[src/hw/rtl/cubic_bspline_evaluator_unit_defines.svh]
// ----------------------------------------------------------------------------
// cubic b-spline evaluator assertion macros
// concurrent checks clocked on clk, quiet while rst_n is low
// ----------------------------------------------------------------------------
`ifndef CUBIC_BSPLINE_EVALUATOR_UNIT_DEFINES_SVH
`define CUBIC_BSPLINE_EVALUATOR_UNIT_DEFINES_SVH

// same-cycle implication
`define CBS_ASSERT_NOW(lbl, ante, cons, msg) \
  lbl: assert property (@(posedge clk) disable iff (!rst_n) (ante) |-> (cons)) \
    else $error(msg);

// next-cycle implication
`define CBS_ASSERT_NEXT(lbl, ante, cons, msg) \
  lbl: assert property (@(posedge clk) disable iff (!rst_n) (ante) |=> (cons)) \
    else $error(msg);

`endif

[src/hw/rtl/cbs_pkg.sv]
// ----------------------------------------------------------------------------
// cbs_pkg
// types, constants and fixed-point helpers of the cubic b-spline evaluator
// ----------------------------------------------------------------------------
`timescale 1ns / 1ps

package cbs_pkg;

  localparam int COORD_W  = 16;
  localparam int T_W      = 17;
  localparam int IDX_W    = 4;
  localparam int PC_W     = 5;
  localparam int OUT_W    = 24;
  localparam int GUARD    = 16;
  localparam int COEF_W   = COORD_W + 6;
  localparam int ACC_W    = COORD_W + 23;
  localparam int PROD_W   = ACC_W + T_W + 1;
  localparam int DIVW_W   = ACC_W - (GUARD + 1);
  localparam int DIV_N    = DIVW_W + 1;
  localparam int RECIP    = (2 ** (DIV_N + 1) + 2) / 3;
  localparam int OUT_MAX  = 2 ** (OUT_W - 1) - 1;
  localparam int OUT_MIN  = -(2 ** (OUT_W - 1));
  localparam int FIFO_DEPTH = 2;
  localparam int REG_POINT_COUNT = 0;
  localparam logic [PC_W-1:0] PC_RESET = PC_W'(4);
  localparam logic [T_W-1:0]  T_ONE    = T_W'(65536);

  localparam logic OP_LOAD = 1'b0;
  localparam logic OP_EVAL = 1'b1;

  typedef logic signed [COORD_W-1:0] coord_t;
  typedef logic signed [COEF_W-1:0]  coef_t;
  typedef logic signed [ACC_W-1:0]   acc_t;
  typedef logic signed [OUT_W-1:0]   out_t;
  typedef logic [DIV_N-1:0]          quot_t;

  typedef struct packed {
    logic             op;
    logic             err;
    logic [IDX_W-1:0] idx;
    logic [T_W-1:0]   t;
    coord_t           x;
    coord_t           y;
    coord_t           z;
  } cmd_t;

  typedef struct packed {
    coef_t a3;
    coef_t a2;
    coef_t a1;
    coef_t a0;
  } coefs_t;

  typedef struct packed {
    out_t [2:0] pos;
    out_t [2:0] tan;
    out_t [2:0] acc;
    logic       err;
  } res_t;

  function automatic coefs_t make_coefs(coord_t p0, coord_t p1, coord_t p2, coord_t p3);
    coefs_t c;
    coef_t  q0, q1, q2, q3;
    q0 = COEF_W'(p0);
    q1 = COEF_W'(p1);
    q2 = COEF_W'(p2);
    q3 = COEF_W'(p3);
    c.a3 = COEF_W'(-q0 + 3 * q1 - 3 * q2 + q3);
    c.a2 = COEF_W'(3 * q0 - 6 * q1 + 3 * q2);
    c.a1 = COEF_W'(3 * (q2 - q0));
    c.a0 = COEF_W'(q0 + 4 * q1 + q2);
    return c;
  endfunction

  // coefficient moved onto the guard bits
  function automatic acc_t lead(coef_t c);
    return ACC_W'(c) <<< GUARD;
  endfunction

  // acc * t rounded half up to the guard bits, plus next coefficient
  function automatic acc_t horner_step(acc_t src, logic [T_W-1:0] t, coef_t c);
    logic signed [PROD_W-1:0] prod;
    logic signed [PROD_W-1:0] rnd;
    prod = PROD_W'(src) * $signed({1'b0, t});
    rnd  = prod + (PROD_W'(1) <<< (GUARD - 1));
    return ACC_W'(rnd >>> GUARD) + lead(c);
  endfunction

  // offset floor(y / 2^17) so that a divide by three works on unsigned bits
  function automatic quot_t div_operand(acc_t v);
    acc_t                      y;
    logic signed [DIVW_W-1:0]  w;
    y = v + ACC_W'(3 * (2 ** GUARD));
    w = DIVW_W'(y >>> (GUARD + 1));
    return quot_t'(DIV_N'(w) + DIV_N'(3 * (2 ** (DIVW_W - 1))));
  endfunction

  function automatic out_t finish(quot_t q);
    logic signed [DIV_N+1:0] s;
    s = $signed({2'b00, q}) - (DIV_N + 2)'(2 ** (DIVW_W - 1));
    if (s > OUT_MAX) begin
      return out_t'(OUT_MAX);
    end else if (s < OUT_MIN) begin
      return out_t'(OUT_MIN);
    end
    return OUT_W'(s);
  endfunction

endpackage

[src/hw/rtl/cbs_cmd_fifo.sv]
// ----------------------------------------------------------------------------
// cbs_cmd_fifo
// short word queue between the front and the evaluation back end
// ----------------------------------------------------------------------------
`timescale 1ns / 1ps
`include "cubic_bspline_evaluator_unit_defines.svh"

module cbs_cmd_fifo (
  input  logic          clk,
  input  logic          rst_n,
  input  logic          push,
  input  cbs_pkg::cmd_t push_cmd,
  output logic          full,
  output logic          not_empty,
  input  logic          pop,
  output cbs_pkg::cmd_t pop_cmd
);
  import cbs_pkg::*;

  localparam int PTR_W = $clog2(FIFO_DEPTH);

  cmd_t             mem_r [FIFO_DEPTH];
  logic [PTR_W-1:0] wr_ptr_r, wr_ptr_nxt;
  logic [PTR_W-1:0] rd_ptr_r, rd_ptr_nxt;
  logic [PTR_W:0]   count_r, count_nxt;
  logic             do_push, do_pop;

  assign full      = (count_r == (PTR_W + 1)'(FIFO_DEPTH));
  assign not_empty = (count_r != '0);
  assign pop_cmd   = mem_r[rd_ptr_r];
  assign do_push   = push && !full;
  assign do_pop    = pop && not_empty;

  always_comb begin
    wr_ptr_nxt = do_push ? wr_ptr_r + PTR_W'(1) : wr_ptr_r;
    rd_ptr_nxt = do_pop ? rd_ptr_r + PTR_W'(1) : rd_ptr_r;
    count_nxt  = count_r + (PTR_W + 1)'(do_push) - (PTR_W + 1)'(do_pop);
  end

  always_ff @(posedge clk) begin
    if (!rst_n) begin
      wr_ptr_r <= '0;
      rd_ptr_r <= '0;
      count_r  <= '0;
    end else begin
      wr_ptr_r <= wr_ptr_nxt;
      rd_ptr_r <= rd_ptr_nxt;
      count_r  <= count_nxt;
    end
  end

  always_ff @(posedge clk) begin
    if (do_push) begin
      mem_r[wr_ptr_r] <= push_cmd;
    end
  end

  `CBS_ASSERT_NOW(a_fifo_count, 1'b1, count_r <= (PTR_W + 1)'(FIFO_DEPTH), "fifo count overflow")
  `CBS_ASSERT_NOW(a_fifo_push, push, !full, "push while full")
  `CBS_ASSERT_NEXT(a_fifo_grow, do_push && !do_pop, count_r == $past(count_r) + 1'b1, "count lost")

endmodule

[config.mk]
export PLATFORM = sky130hd
export DESIGN_NAME = cbs_cmd_fifo
export DESIGN_NICKNAME = d
export VERILOG_FILES = /design/src/hw/rtl/cbs_pkg.sv /design/src/hw/rtl/cbs_cmd_fifo.sv
export VERILOG_INCLUDE_DIRS = /design/src /design/src/hw/rtl
export SDC_FILE = /design/constraint.sdc
export NUM_CORES = 1
export LEC_CHECK = 0
export BUFFER_PORTS_ARGS = -buffer_cell sky130_fd_sc_hd__buf_2
export CAP_MARGIN = 20
export CORE_MARGIN = 3
export CORE_UTILIZATION = 40
export CTS_CLUSTER_SIZE = 14
export DETAILED_ROUTE_END_ITERATION = 7
export SYNTH_ARGS = -nofsm -noshare
export SYNTH_HDL_FRONTEND = slang
export SYNTH_SLANG_ARGS = --single-unit
export TNS_END_PERCENT = 5
[constraint.sdc]
create_clock -name clk -period 7.25 [get_ports clk]
set_input_delay 1.45 -clock clk [delete_from_list [all_inputs] [get_ports clk]]
set_output_delay 1.45 -clock clk [all_outputs]
set_load 0.01 [all_outputs]
==> results.txt <==
- The run finished with clean final reports.
- After clock tree synthesis, the setup repair step added 0 buffers.
- Instance area at placement: 6555 µm²
- Floorplan core area: between 10,000 and 15,000 µm²
- Final setup skew: 0.005987 ns
* Critical path cell sequence: buf_4 -> mux2_2 -> buf_2
* Last element of the critical path: pop_cmd[58]
- For the worst setup path, the data required time is a little under 6 ns.
- The via count of the first global-routing pass is 2,959.
- The clock tree synthesis step divided the H-tree into 4 levels.
* Count of boundary I/O pins: 148
- Startpoint-to-endpoint class of the critical path: register to primary output
* Netlist cell types: 19
- Setup repair after global routing left no endpoint under its margin.
- The multi-input combinational cells in the finished layout cover a total of about 1200 µm².
* RD Place Congestion: 0.6717
- For this design, the slowest cell found on the critical path is buf_4.
- Clock tree from TritonCTS: done
- The first TritonRoute pass finished after 4 iterations.
* #FFs+latches synth: roughly 150
- Number of cells on the worst reg-to-reg path: 4
- Compared with the post-synthesis result, the final layout area differs by 24.50%.
- Nets: between 400 and 500
* Initial DRC Count: roughly 110
- Counting every sink on the clock net gives 147.
- Post-synthesis instance area: between 5000 and 6000 µm²
* Leading cell types in the layout, fill and taps excluded: buf_2 (147), edfxtp_1 (142), mux2_4 (70)
- After detailed routing, the number of remaining DRC violations is 0.
- Routed wire length per instance: 16.20 µm
- Power density over the cells: 375.6 nW/µm²
- Maximum ir drop on the vdd rail: between 0.2 and 0.25 mV
* Setup WS pre-CTS: roughly 3.7 ns
- In this run the critical register-to-register path is captured at mem_r[0][60].
- The tool flagged a number of max-cap violations equal to 0.
- Number of antenna violations at the first check in global routing: 0
- STA puts the critical path data arrival time at about 2.4 ns.
* Remaining antenna violation count: 0
- The startpoint identified for the worst register-to-register timing path is count_r[0].
* Final count of pins violating max slew: 0
- Worst-case clock buffer depth: 2
- Setup Viol. Count Final: 0
- Die area: between 15,000 and 20,000 µm²
- Overall die width: between 100 and 150 µm
- For this configuration, the core starts out at a cell density of between 40% and 50%.
- The number of failing hold endpoints at the final stage is 0.
* Number of rows in the core area: 43
- Of all nets on the critical path, the largest fanout is 48.
* Detailed-route via count: approximately 2,800
- The worst setup path is captured at a primary output.
- Kind of cell adding the most delay to the critical path: buffers and inverters
- The finished cells cover approximately 7100 µm².
* Portion of the post-synthesis area used by sequential elements: 76.37%
- Together, buffers and inverters on the worst path number 2.
- Entering global routing, the biggest net connects 72 pins.
- Summed over all cells, the static leakage comes to between 0.002 and 0.003 µW.
* Total global-route track usage: about an eighth
* Syn Inst Count: between 200 and 250
- Summed over all layers, the routed wires come to a little under 10 mm.
* Number of CTS-inserted buffers: 17
* Worst relative slew slack: around a third
- Maximum achievable frequency: roughly 0.26 GHz
* Crit path largest cell delay: between 0.8 and 0.9 ns
* Total grt overflow: 0
* Proportion of layout cells with a drive suffix above 1: between 60% and 70%
- The worst setup path is launched from a register.
* Height of the die: around 130 µm
- In this run the mean area of a mapped cell was approximately 23 µm².
- The library cell used most frequently in the layout, excluding fill and tap cells, is buf_2.
- Cells resized by post-CTS repair: 0
- The first global-routing pass estimated around 15 mm of wire.
- Post-synth net total: ~330
- Post-detailed-route via-to-cell ratio: around 4.6
* HP Class: register to register
- Fraction of the cycle the final worst path needs: a little over half
- For flop-to-flop paths, the worst setup slack is between 4 and 5 ns.
- Hold repair after CTS inserted 0 buffers.
- Sum of negative setup slack: 0 ns
- The critical path runs through a total of 3 cells.
* Number of diodes: 0
- Clock latency reported for the late side of the worst-skew pair: roughly 0.41 ns
* Clock root cell: clkbuf_16
- PnR worst setup slack: ~3.4 ns
- At the pin with the least slew margin, the transition time is ~1 ns.
* FF/Latch Area: roughly 4400 µm²
- Input and output buffers added on the ports amount to about 150.
- Fill cells: about 1,200
- Counting I/O delays and the setup requirement, the final critical path takes 3.865 ns.
- For this run, the number of Yosys warnings is 0.
- Clock transition at the register clock pins on the worst setup and hold paths after CTS: approximately 0.060 ns
-- sequential cells by signal (all words and copies together), names as in the netlist, named ones only --
register  cells
mem_r       142
count_r       2
rd_ptr_r      1
wr_ptr_r      1
-- tightest hold or removal path: stages (launching register included) --
cell	delay (ns)
dfxtp_1	0.32
xnor2_1	0.08
nor2_1	0.08
-- power breakdown --
group	leakage (µW)	switching [µW]	internal (µW)
Combinational	0.00118	332	370
Sequential	0.00137	62.2	1100
Clock	0.000269	313	497
-- metal layers --
| metal | vias to the layer above | track usage (%) | share of wire, % |
|---|---|---|---|
| met3 | 22 | 5.126 | 6.7 |
| met5 | - | 0 | 0 |
| met2 | 93 | 21.02 | 52 |
| met1 | 1353 | 14.39 | 39 |
| li1 | 1294 | - | - |
| met4 | 0 | 6.696 | 2.8 |
-- through the flow --
stage	hold WS, ns	power [µW]	utilization, %	instances
floorplan	0.4549	1713	-	248
global placement	0.4991	1890	47.04	569
detailed placement	0.5042	1900	47.04	569
CTS	0.5188	2714	51.05	601
global route	0.5555	2802	51.05	601
finish	0.5131	2672	51.05	601
-- worst min-delay path by stage --
stage | end | depth (start not counted) | slack, ns | from
2_1_floorplan | wr_ptr_r | 2 | 0.45 | wr_ptr_r
3_3_place_gp | rd_ptr_r | 2 | 0.50 | rd_ptr_r
3_5_place_dp | rd_ptr_r | 2 | 0.50 | rd_ptr_r
4_1_cts | rd_ptr_r | 2 | 0.52 | rd_ptr_r
5_1_grt | wr_ptr_r | 2 | 0.56 | wr_ptr_r
6_report | rd_ptr_r | 2 | 0.51 | rd_ptr_r
-- cells in the mapped netlist, drive strengths merged --
library cell | number | area, µm²
and2 | 2 | 12.51
and3 | 1 | 6.260
buf | 8 | 151.4
dfxtp | 5 | 100.1
edfxtp | 142 | 4264
ha | 2 | 25.02
inv | 3 | 11.26
mux2 | 71 | 1062
mux2i | 1 | 10.01
nand2 | 2 | 7.510
nand2b | 2 | 12.51
nor2 | 4 | 15.01
nor3 | 1 | 5.000
o21a | 1 | 7.510
or2 | 1 | 6.260
xnor2 | 1 | 8.760
xor2 | 1 | 8.760
-- logic make-up (layout without fill, tap and decap cells) --
kind of cell             after synthesis  count (layout)  share of synthesized area (%)
flip-flops                           147             147                          76.37
multiplexers                          72              72                          18.77
AND/OR/NAND/NOR                       13              13                          1.139
buffers and inverters                 11             184                          2.846
adder cells (fa/ha/maj)                2               2                         0.4379
XOR/XNOR                               2               2                         0.3066
AO/OA/AOI/OAI                          1               1                         0.1314
-- cell type report --
cell class,count,share of cell area [%]
clock inverter,9,1.143
inverter,3,0.1583
multi-input combinational,90,16.87
tap,180,3.166
sequential,147,61.40
clock buffer,23,6.718
timing repair buffer,149,10.55
(Power assumes the default switching activity.)
