## src/hw/rtl/cubic_bspline_evaluator_unit_defines.svh

```systemverilog
// ----------------------------------------------------------------------------
// cubic b-spline evaluator assertion macros
// concurrent checks clocked on clk, quiet while rst_n is low
// ----------------------------------------------------------------------------
`ifndef CUBIC_BSPLINE_EVALUATOR_UNIT_DEFINES_SVH
`define CUBIC_BSPLINE_EVALUATOR_UNIT_DEFINES_SVH

// same-cycle implication
`define CBS_ASSERT_NOW(lbl, ante, cons, msg) \
  lbl: assert property (@(posedge clk) disable iff (!rst_n) (ante) |-> (cons)) \
    else $error(msg);

// next-cycle implication
`define CBS_ASSERT_NEXT(lbl, ante, cons, msg) \
  lbl: assert property (@(posedge clk) disable iff (!rst_n) (ante) |=> (cons)) \
    else $error(msg);

`endif

```

## src/hw/rtl/cbs_pkg.sv

```systemverilog
// ----------------------------------------------------------------------------
// cbs_pkg
// types, constants and fixed-point helpers of the cubic b-spline evaluator
// ----------------------------------------------------------------------------
`timescale 1ns / 1ps

package cbs_pkg;

  localparam int COORD_W  = 16;
  localparam int T_W      = 17;
  localparam int IDX_W    = 4;
  localparam int PC_W     = 5;
  localparam int OUT_W    = 24;
  localparam int GUARD    = 16;
  localparam int COEF_W   = COORD_W + 6;
  localparam int ACC_W    = COORD_W + 23;
  localparam int PROD_W   = ACC_W + T_W + 1;
  localparam int DIVW_W   = ACC_W - (GUARD + 1);
  localparam int DIV_N    = DIVW_W + 1;
  localparam int RECIP    = (2 ** (DIV_N + 1) + 2) / 3;
  localparam int OUT_MAX  = 2 ** (OUT_W - 1) - 1;
  localparam int OUT_MIN  = -(2 ** (OUT_W - 1));
  localparam int FIFO_DEPTH = 2;
  localparam int REG_POINT_COUNT = 0;
  localparam logic [PC_W-1:0] PC_RESET = PC_W'(4);
  localparam logic [T_W-1:0]  T_ONE    = T_W'(65536);

  localparam logic OP_LOAD = 1'b0;
  localparam logic OP_EVAL = 1'b1;

  typedef logic signed [COORD_W-1:0] coord_t;
  typedef logic signed [COEF_W-1:0]  coef_t;
  typedef logic signed [ACC_W-1:0]   acc_t;
  typedef logic signed [OUT_W-1:0]   out_t;
  typedef logic [DIV_N-1:0]          quot_t;

  typedef struct packed {
    logic             op;
    logic             err;
    logic [IDX_W-1:0] idx;
    logic [T_W-1:0]   t;
    coord_t           x;
    coord_t           y;
    coord_t           z;
  } cmd_t;

  typedef struct packed {
    coef_t a3;
    coef_t a2;
    coef_t a1;
    coef_t a0;
  } coefs_t;

  typedef struct packed {
    out_t [2:0] pos;
    out_t [2:0] tan;
    out_t [2:0] acc;
    logic       err;
  } res_t;

  function automatic coefs_t make_coefs(coord_t p0, coord_t p1, coord_t p2, coord_t p3);
    coefs_t c;
    coef_t  q0, q1, q2, q3;
    q0 = COEF_W'(p0);
    q1 = COEF_W'(p1);
    q2 = COEF_W'(p2);
    q3 = COEF_W'(p3);
    c.a3 = COEF_W'(-q0 + 3 * q1 - 3 * q2 + q3);
    c.a2 = COEF_W'(3 * q0 - 6 * q1 + 3 * q2);
    c.a1 = COEF_W'(3 * (q2 - q0));
    c.a0 = COEF_W'(q0 + 4 * q1 + q2);
    return c;
  endfunction

  // coefficient moved onto the guard bits
  function automatic acc_t lead(coef_t c);
    return ACC_W'(c) <<< GUARD;
  endfunction

  // acc * t rounded half up to the guard bits, plus next coefficient
  function automatic acc_t horner_step(acc_t src, logic [T_W-1:0] t, coef_t c);
    logic signed [PROD_W-1:0] prod;
    logic signed [PROD_W-1:0] rnd;
    prod = PROD_W'(src) * $signed({1'b0, t});
    rnd  = prod + (PROD_W'(1) <<< (GUARD - 1));
    return ACC_W'(rnd >>> GUARD) + lead(c);
  endfunction

  // offset floor(y / 2^17) so that a divide by three works on unsigned bits
  function automatic quot_t div_operand(acc_t v);
    acc_t                      y;
    logic signed [DIVW_W-1:0]  w;
    y = v + ACC_W'(3 * (2 ** GUARD));
    w = DIVW_W'(y >>> (GUARD + 1));
    return quot_t'(DIV_N'(w) + DIV_N'(3 * (2 ** (DIVW_W - 1))));
  endfunction

  function automatic out_t finish(quot_t q);
    logic signed [DIV_N+1:0] s;
    s = $signed({2'b00, q}) - (DIV_N + 2)'(2 ** (DIVW_W - 1));
    if (s > OUT_MAX) begin
      return out_t'(OUT_MAX);
    end else if (s < OUT_MIN) begin
      return out_t'(OUT_MIN);
    end
    return OUT_W'(s);
  endfunction

endpackage

```

## src/hw/rtl/cbs_front.sv

```systemverilog
// ----------------------------------------------------------------------------
// cbs_front
// register port and word classification: range check, t clamp, load filter
// ----------------------------------------------------------------------------
`timescale 1ns / 1ps

module cbs_front #(
  parameter int MAX_POINTS = 16
) (
  input  logic                        clk,
  input  logic                        rst_n,
  input  logic                        psel,
  input  logic                        penable,
  input  logic                        pwrite,
  input  logic [0:0]                  paddr,
  input  logic [31:0]                 pwdata,
  output logic [31:0]                 prdata,
  output logic                        pready,
  input  logic                        in_push,
  output logic                        in_full,
  input  logic                        in_op,
  input  logic [cbs_pkg::IDX_W-1:0]   in_point_index,
  input  cbs_pkg::coord_t             in_point_x,
  input  cbs_pkg::coord_t             in_point_y,
  input  cbs_pkg::coord_t             in_point_z,
  input  logic [cbs_pkg::IDX_W-1:0]   in_segment,
  input  logic [cbs_pkg::T_W-1:0]     in_param_t,
  input  logic                        fifo_full,
  output logic                        fifo_push,
  output cbs_pkg::cmd_t               fifo_cmd
);
  import cbs_pkg::*;

  logic [PC_W-1:0] point_count_r;
  logic [PC_W-1:0] point_count_nxt;
  logic            reg_wr;
  logic            drop;
  logic [PC_W:0]   seg_top;

  assign pready = 1'b1;
  assign prdata = 32'(point_count_r);
  assign reg_wr = psel && penable && pwrite && ((32'(paddr) >> 2) == REG_POINT_COUNT);

  always_comb begin
    point_count_nxt = point_count_r;
    if (reg_wr) begin
      point_count_nxt = pwdata[PC_W-1:0];
    end
  end

  always_ff @(posedge clk) begin
    if (!rst_n) begin
      point_count_r <= PC_RESET;
    end else begin
      point_count_r <= point_count_nxt;
    end
  end

  assign seg_top = (PC_W + 1)'(in_segment) + (PC_W + 1)'(3);
  assign drop    = (in_op == OP_LOAD) && (int'(in_point_index) >= MAX_POINTS);

  always_comb begin
    fifo_cmd.op  = in_op;
    fifo_cmd.err = (seg_top >= (PC_W + 1)'(point_count_r)) || (int'(seg_top) >= MAX_POINTS);
    fifo_cmd.idx = (in_op == OP_EVAL) ? in_segment : in_point_index;
    fifo_cmd.t   = (in_param_t > T_ONE) ? T_ONE : in_param_t;
    fifo_cmd.x   = in_point_x;
    fifo_cmd.y   = in_point_y;
    fifo_cmd.z   = in_point_z;
  end

  assign in_full   = fifo_full;
  assign fifo_push = in_push && !fifo_full && !drop;

endmodule

```

## config.mk

```make
export PLATFORM = sky130hd
export DESIGN_NAME = cbs_front
export DESIGN_NICKNAME = d
export VERILOG_FILES = /design/src/hw/rtl/cubic_bspline_evaluator_unit_defines.svh /design/src/hw/rtl/cbs_pkg.sv /design/src/hw/rtl/cbs_front.sv
export SDC_FILE = /design/constraint.sdc
export NUM_CORES = 1
export LEC_CHECK = 0
export ABC_AREA = 1
export BUFFER_PORTS_ARGS = -buffer_cell sky130_fd_sc_hd__buf_2
export CAP_MARGIN = 40
export CORE_AREA = 2 2 86 88
export CTS_CLUSTER_DIAMETER = 120
export DETAILED_ROUTE_END_ITERATION = 10
export DIE_AREA = 0 0 88 90
export GPL_ROUTABILITY_DRIVEN = 0
export HOLD_SLACK_MARGIN = 0.03
export PLACE_DENSITY = 0.7
export SYNTH_ARGS = -nofsm -noshare
export SYNTH_HDL_FRONTEND = slang
export SYNTH_SLANG_ARGS = --single-unit
```

## constraint.sdc

```tcl
create_clock -name clk -period 1.4 [get_ports clk]
set_input_delay 0.14 -clock clk [delete_from_list [all_inputs] [get_ports clk]]
set_output_delay 0.14 -clock clk [all_outputs]
set_load 0.02 [all_outputs]
```

==> impl_metrics.yaml, run 1 <==
clocking:
  cts_tree: "yes"
  clockRootBuffer: "clkbuf_8"
  clk_pin_slew_ps: 30
  postCtsHoldBufs: 0
  cts_buffers: 3
  htreeDepth: 1
  clockBufferDepth: 2
  numClockSinks: 5
  insertion_delay_ps: 230
floorplan:
  num_rows: 31
  chipWidth_um: 88
  io_pins: 220
  die_y_um: 90
  dieArea_mm2: 0.007920
  coreArea_mm2: 0.007020
  start_util: 0.1816
layout:
  largest_reg_flops: 5
  area_growth_pct: 12.95
  fillCellCount: 800
  drive_gt1_frac: 0.5047
  top_register: "point_count_r"
  top_regs: "point_count_r: 5 flops"
  multi_input_area_um2: 624.3
  regArea_um2: 100.1
  fin_nets: 333
  diodes: 0
  final_area_mm2: 0.001440
grt:
  grt_overflow: 0
  antenna_found_initial: 0
  track_usage: 0.06791
  grt_start_max_net_pins: 18
  grt_pass1_wl_um: 4229
  grt_pass1_vias: 1019
worst_setup_path:
  cpMaxStageDelayCell: "ha_4"
  end_kind: "output port"
  cp_common_cell: "ha_4"
  crit_arrival_ps: 1370
  required_ps: 1260
  path_max_fanout: 3
  path_cells: "buf_8 > inv_4 > ha_4 > nor3_4 > ha_4 > a21o_1 > nor2_2 > nand3_2 > buf_6"
  crit_family: "simple AND/OR/NAND/NOR gates"
  slowest_delay_ps: 240
  crit_path_start_kind: "input pin"
  worst-setup-path-type: "input pin to output port"
  cp_num_buf_inv: 3
synthesis:
  synth_area_leader_cell: "buf_4"
  async_flop_share: 0
  yosysMostFrequentCell: "buf_4"
  synth_commonest_cells: "78 x buf_4, 29 x inv_1, 16 x a21oi_1, 14 x nor2_1, 9 x a21oi_2"
  synth-main-ff-cell: "dfxtp_1"
  postSynthCellCount: 188
  avgSynthCellArea_um2: 6.782
  synth_edf_count: 0
  synth_top_area_frac: 0.4593
  yosysSeqAreaShare: 0.07851
  ys_ff_latch: 5
  synthDistinctLibCells: 24
  synth_warnings: 0
  synthesis.area_mm2: 0.001275
  synth_area_leaders: "buf_4 46%, inv_1 8.5%, dfxtp_1 7.9%"
placed_design:
  dpl_cell_area_mm2: 0.001264
  dp_hpwl_um: 2244
  dpl_worst_slack_ps: -312.7
  port_buffers: 67
power_and_ir_drop:
  p_leak_uw: 0.0008109
  power.density_mw_per_mm2: 612.2
  vdd.ir_drop.worst_mv: 0.5827
routing:
  drt-initial-drc-count: 13
  routedWlPerCell_um: 8.672
  dr.pass1.iters: 4
  ant_nets: 0
  avgViaCountPerCell: 3.447
  vias: 1072
  postRouteWirelength_um: 2697
  drc: 0
sta:
  fmax_mhz: 664.0
  setup_violations: 1
  fin_crit_sh: 1.076
  fin_crit_ps: 1506
  slew_viol_final: 0
  final.setup_skew_ps: 0
  hold_violations: 0
  fin_ws_ps: -106.1
  holdWs_ps: 136.8
  finalSetupTns_ps: -106.1
  rsz0062_at_grt: "true"
outcome:
  status: "finished with violations"
  violations: "negative setup slack"
flow_run:
  cap_viol_max_count: 0
min_path:
  hp-class: "input pin to flop"
placed cells by master (no fill, tap or decap), types with 2 or more instances in the layout:
cell type and instances:
nand2_1 6, ha_1 2, o21ai_0 4, a21oi_2 10, dfxtp_1 5, inv_1 25, a21oi_1 15, buf_4 10
nor2_1 13, buf_2 64, nor2_2 3, inv_4 2, conb_1 28, clkbuf_8 3, buf_6 2, ha_4 4
inv_2 2
routing by layer:
| metal | GRT usage | routed length [um] |
|---|---|---|
| met5 | 0 | 0 |
| met4 | 0.07564 | 229 |
| met3 | 0.009183 | 258 |
| met2 | 0.1263 | 1323 |
| met1 | 0.05420 | 885 |
worst paths after layout:
| check | startpoint | endpoint | slack, ps | depth (start not counted) |
|---|---|---|---|---|
| max | in_segment[0] | fifo_cmd[69] | -110 | 9 |
| min | pwdata[2] | point_count_r[2] | 140 | 3 |
| max reg2reg | point_count_r[0] | point_count_r[0] | 770 | 2 |
| min reg2reg | point_count_r[1] | point_count_r[1] | 490 | 2 |
layout make-up:
| type | instances | share of cell area |
|---|---|---|
| Clock buffer | 4 | 0.03128 |
| Inverter | 29 | 0.07906 |
| Multi-Input combinational cell | 97 | 0.4335 |
| Sequential cell | 5 | 0.06950 |
| Tap cell | 99 | 0.08601 |
| Timing Repair Buffer | 77 | 0.3006 |
worst min-delay path, stage by stage:
cell,delay [ps]
buf_2,70
a21oi_1,50
o21ai_0,60
where the power goes:
group | internal, uW | switching, uW
Sequential | 150 | 4.09
Combinational | 178 | 273
Clock | 196 | 80.1
Total | 524 | 357
kinds of logic after synthesis:
family                   count (synthesis)  synth area share
AO/OA/AOI/OAI                           33            0.1688
flip-flops                               5           0.07851
AND/OR/NAND/NOR                         28            0.1001
XOR/XNOR                                 2           0.01374
other                                    2          0.005890
adder cells (fa/ha/maj)                  6           0.05888
buffers and inverters                  112            0.5741
timing repair:
action                     in CTS  in global routing
setup endpoints to repair       1                  1
hold endpoints to repair        0                  0
resized for setup              15                  7
buffers inserted                4                  0
pin swaps                       6                  3
per-stage QoR:
stage | std cells | power [uW] | util
after floorplan | 214 | 676.8 | -
final | 311 | 881.7 | 0.2051
after CTS | 311 | 875.0 | 0.2014
after global routing | 311 | 948.8 | 0.2051
after global placement | 303 | 540.5 | 0.1800
after detailed placement | 303 | 547.7 | 0.1800
No activity file was read; power rests on OpenSTA's default activity.
==> inputs of run 2 (changes only) <==
- PLACE_DENSITY: 0.7 -> 0.68
- clock period: 1.4 -> 1.86 ns (I/O delays scaled with it)
==> impl_metrics.yaml, run 2 (same netlist as run 1, synthesis figures left out) <==
power_and_ir_drop:
  total_power_uw: 606.5
  swShare: 0.4060
  p_leak_uw: 0.0007497
  power.density_mw_per_mm2: 477.1
  power_frac_seq: 0.190
  p_int_uw: 360.3
  p_comb_frac: 0.473
  p_clk_frac: 0.336
  p_sw_uw: 246.2
  vdd.ir_drop.worst_mv: 0.4417
layout:
  top_regs: "point_count_r: 5 flops"
  drive_gt1_frac: 0.4236
  top_register: "point_count_r"
  area_growth_pct: -0.2944
  diodes: 0
  final_cell_mix: "66 x buf_2, 29 x inv_1, 28 x conb_1, 16 x a21oi_1, 14 x nor2_1"
  largest_reg_flops: 5
  instances_no_fill: 302
  final_common_cell: "buf_2"
  fin_util: 0.1811
  fin_nets: 324
routing:
  vias: 1023
  drt-initial-drc-count: 13
  routedWlPerCell_um: 7.980
  dr.pass1.iters: 4
  ant_nets: 0
  drc: 0
  avgViaCountPerCell: 3.387
  postRouteWirelength_um: 2410
floorplan:
  dieArea_mm2: 0.007920
  coreArea_mm2: 0.007020
  start_util: 0.1816
  die_y_um: 90
  io_pins: 220
  num_rows: 31
  chipWidth_um: 88
worst_setup_path:
  worst-setup-path-type: "input pin to output port"
  end_kind: "output port"
  crit_arrival_ps: 1530
  cpMaxStageDelayCell: "ha_1"
  slowest_delay_ps: 290
  r2r_setup_slack_ps: 1240
  reg2reg_to: "point_count_r[0]"
  r2r_start: "point_count_r[0]"
  path_max_fanout: 3
  required_ps: 1670
  reg2reg_depth: 2
  crit_path_start_kind: "input pin"
  path_cells: "buf_2 > inv_1 > ha_2 > nor3_2 > ha_1 > a21o_1 > nor2_1 > nand3_1 > buf_4"
clocking:
  cts_tree: "yes"
  insertion_delay_ps: 220
  htreeDepth: 1
  clockRootBuffer: "clkbuf_8"
  numClockSinks: 5
  postCtsSetupBuffers: 0
  clk_pin_slew_ps: 40
  clockBufferDepth: 2
  cts_buffers: 3
sta:
  final.setup_skew_ps: 0
  setup_violations: 0
  holdWs_ps: 178.5
  slew_viol_final: 0
  fmax_mhz: 583.8
  rsz0062_at_grt: "false"
  hold_violations: 0
  finalSetupTns_ps: 0
  fin_crit_ps: 1713
  fin_crit_sh: 0.9208
grt:
  grt_pass1_vias: 943
  grt_pass1_wl_um: 3601
  grt_start_max_net_pins: 18
  grt_overflow: 0
  antenna_found_initial: 0
  track_usage: 0.05497
placed_design:
  placed_cells: 298
  dp_hpwl_um: 2149
  port_buffers: 67
min_path:
  holdPathStages: 3
  worstHoldStart: "pwdata[2]"
  hp-class: "input pin to flop"
  hold_path_end: "point_count_r[2]"
flow_run:
  cap_viol_max_count: 0
outcome:
  status: "finished, final reports clean"
[run 2: cell types whose count changed in the layout (fill, tap and decap cells not counted), moves of 2 or more]
| cell | change |
|---|---|
| buf_4 | -8 |
| buf_2 | +2 |
| ha_1 | +3 |
| inv_4 | -2 |
| ha_4 | -4 |
| inv_1 | +4 |
| inv_2 | -2 |
| buf_6 | -2 |
[run 2: power by group through the flow]
stage / Combinational (uW) / Clock, uW / Sequential (uW)
CTS: 285 / 207 / 116
detailed placement: 284 / 0 / 117
global placement: 279 / 0 / 117
global route: 319 / 218 / 116
floorplan: 383 / 0 / 124
finish: 287 / 204 / 116
[run 2: final cells by class]
type	instances	area, um^2
fill	798	5749
tap	99	123.9
clock buffer	4	45.04
inverter	29	108.9
sequential	5	100.1
multi-input combinational	97	548.0
timing repair buffer	68	345.3
[run 2: worst max path at each step]
stage                  start           end  cells past startpoint
2_1_floorplan  in_segment[0]  fifo_cmd[69]                      7
3_3_place_gp   in_segment[0]  fifo_cmd[69]                      9
3_5_place_dp   in_segment[0]  fifo_cmd[69]                      9
4_1_cts        in_segment[0]  fifo_cmd[69]                      9
5_1_grt        in_segment[0]  fifo_cmd[69]                      9
6_report       in_segment[0]  fifo_cmd[69]                      9
[run 2: timing repair]
item                       4_1_cts  5_1_grt
setup endpoints to repair        0        1
hold endpoints to repair         0        0
resized for setup                0        3
hold buffers                     0        0
[run 2: through the flow]
step / cell area [um^2] / setup WS [ps]
floorplan: 1373 / 271.9
finish: 1271 / 147.2
CTS: 1261 / 39.74
global route: 1271 / 4.720
detailed placement: 1216 / 39.99
global placement: 1216 / 49.34
[run 2: layer usage]
layer | wire length [um] | vias up | share of wire | track usage
met5 | 0 | - | 0 | 0
met4 | 183 | 0 | 0.076 | 0.04872
met3 | 286 | 30 | 0.12 | 0.01837
met2 | 1139 | 70 | 0.47 | 0.1010
met1 | 800 | 425 | 0.33 | 0.04372
li1 | - | 498 | - | -
[run 2: worst max-delay path: cells and delay by family]
kind	cells	cell delay [ps]
fa+ha+maj	2	480
simple gates	3	370
compound gates	1	190
buf+inv	3	310
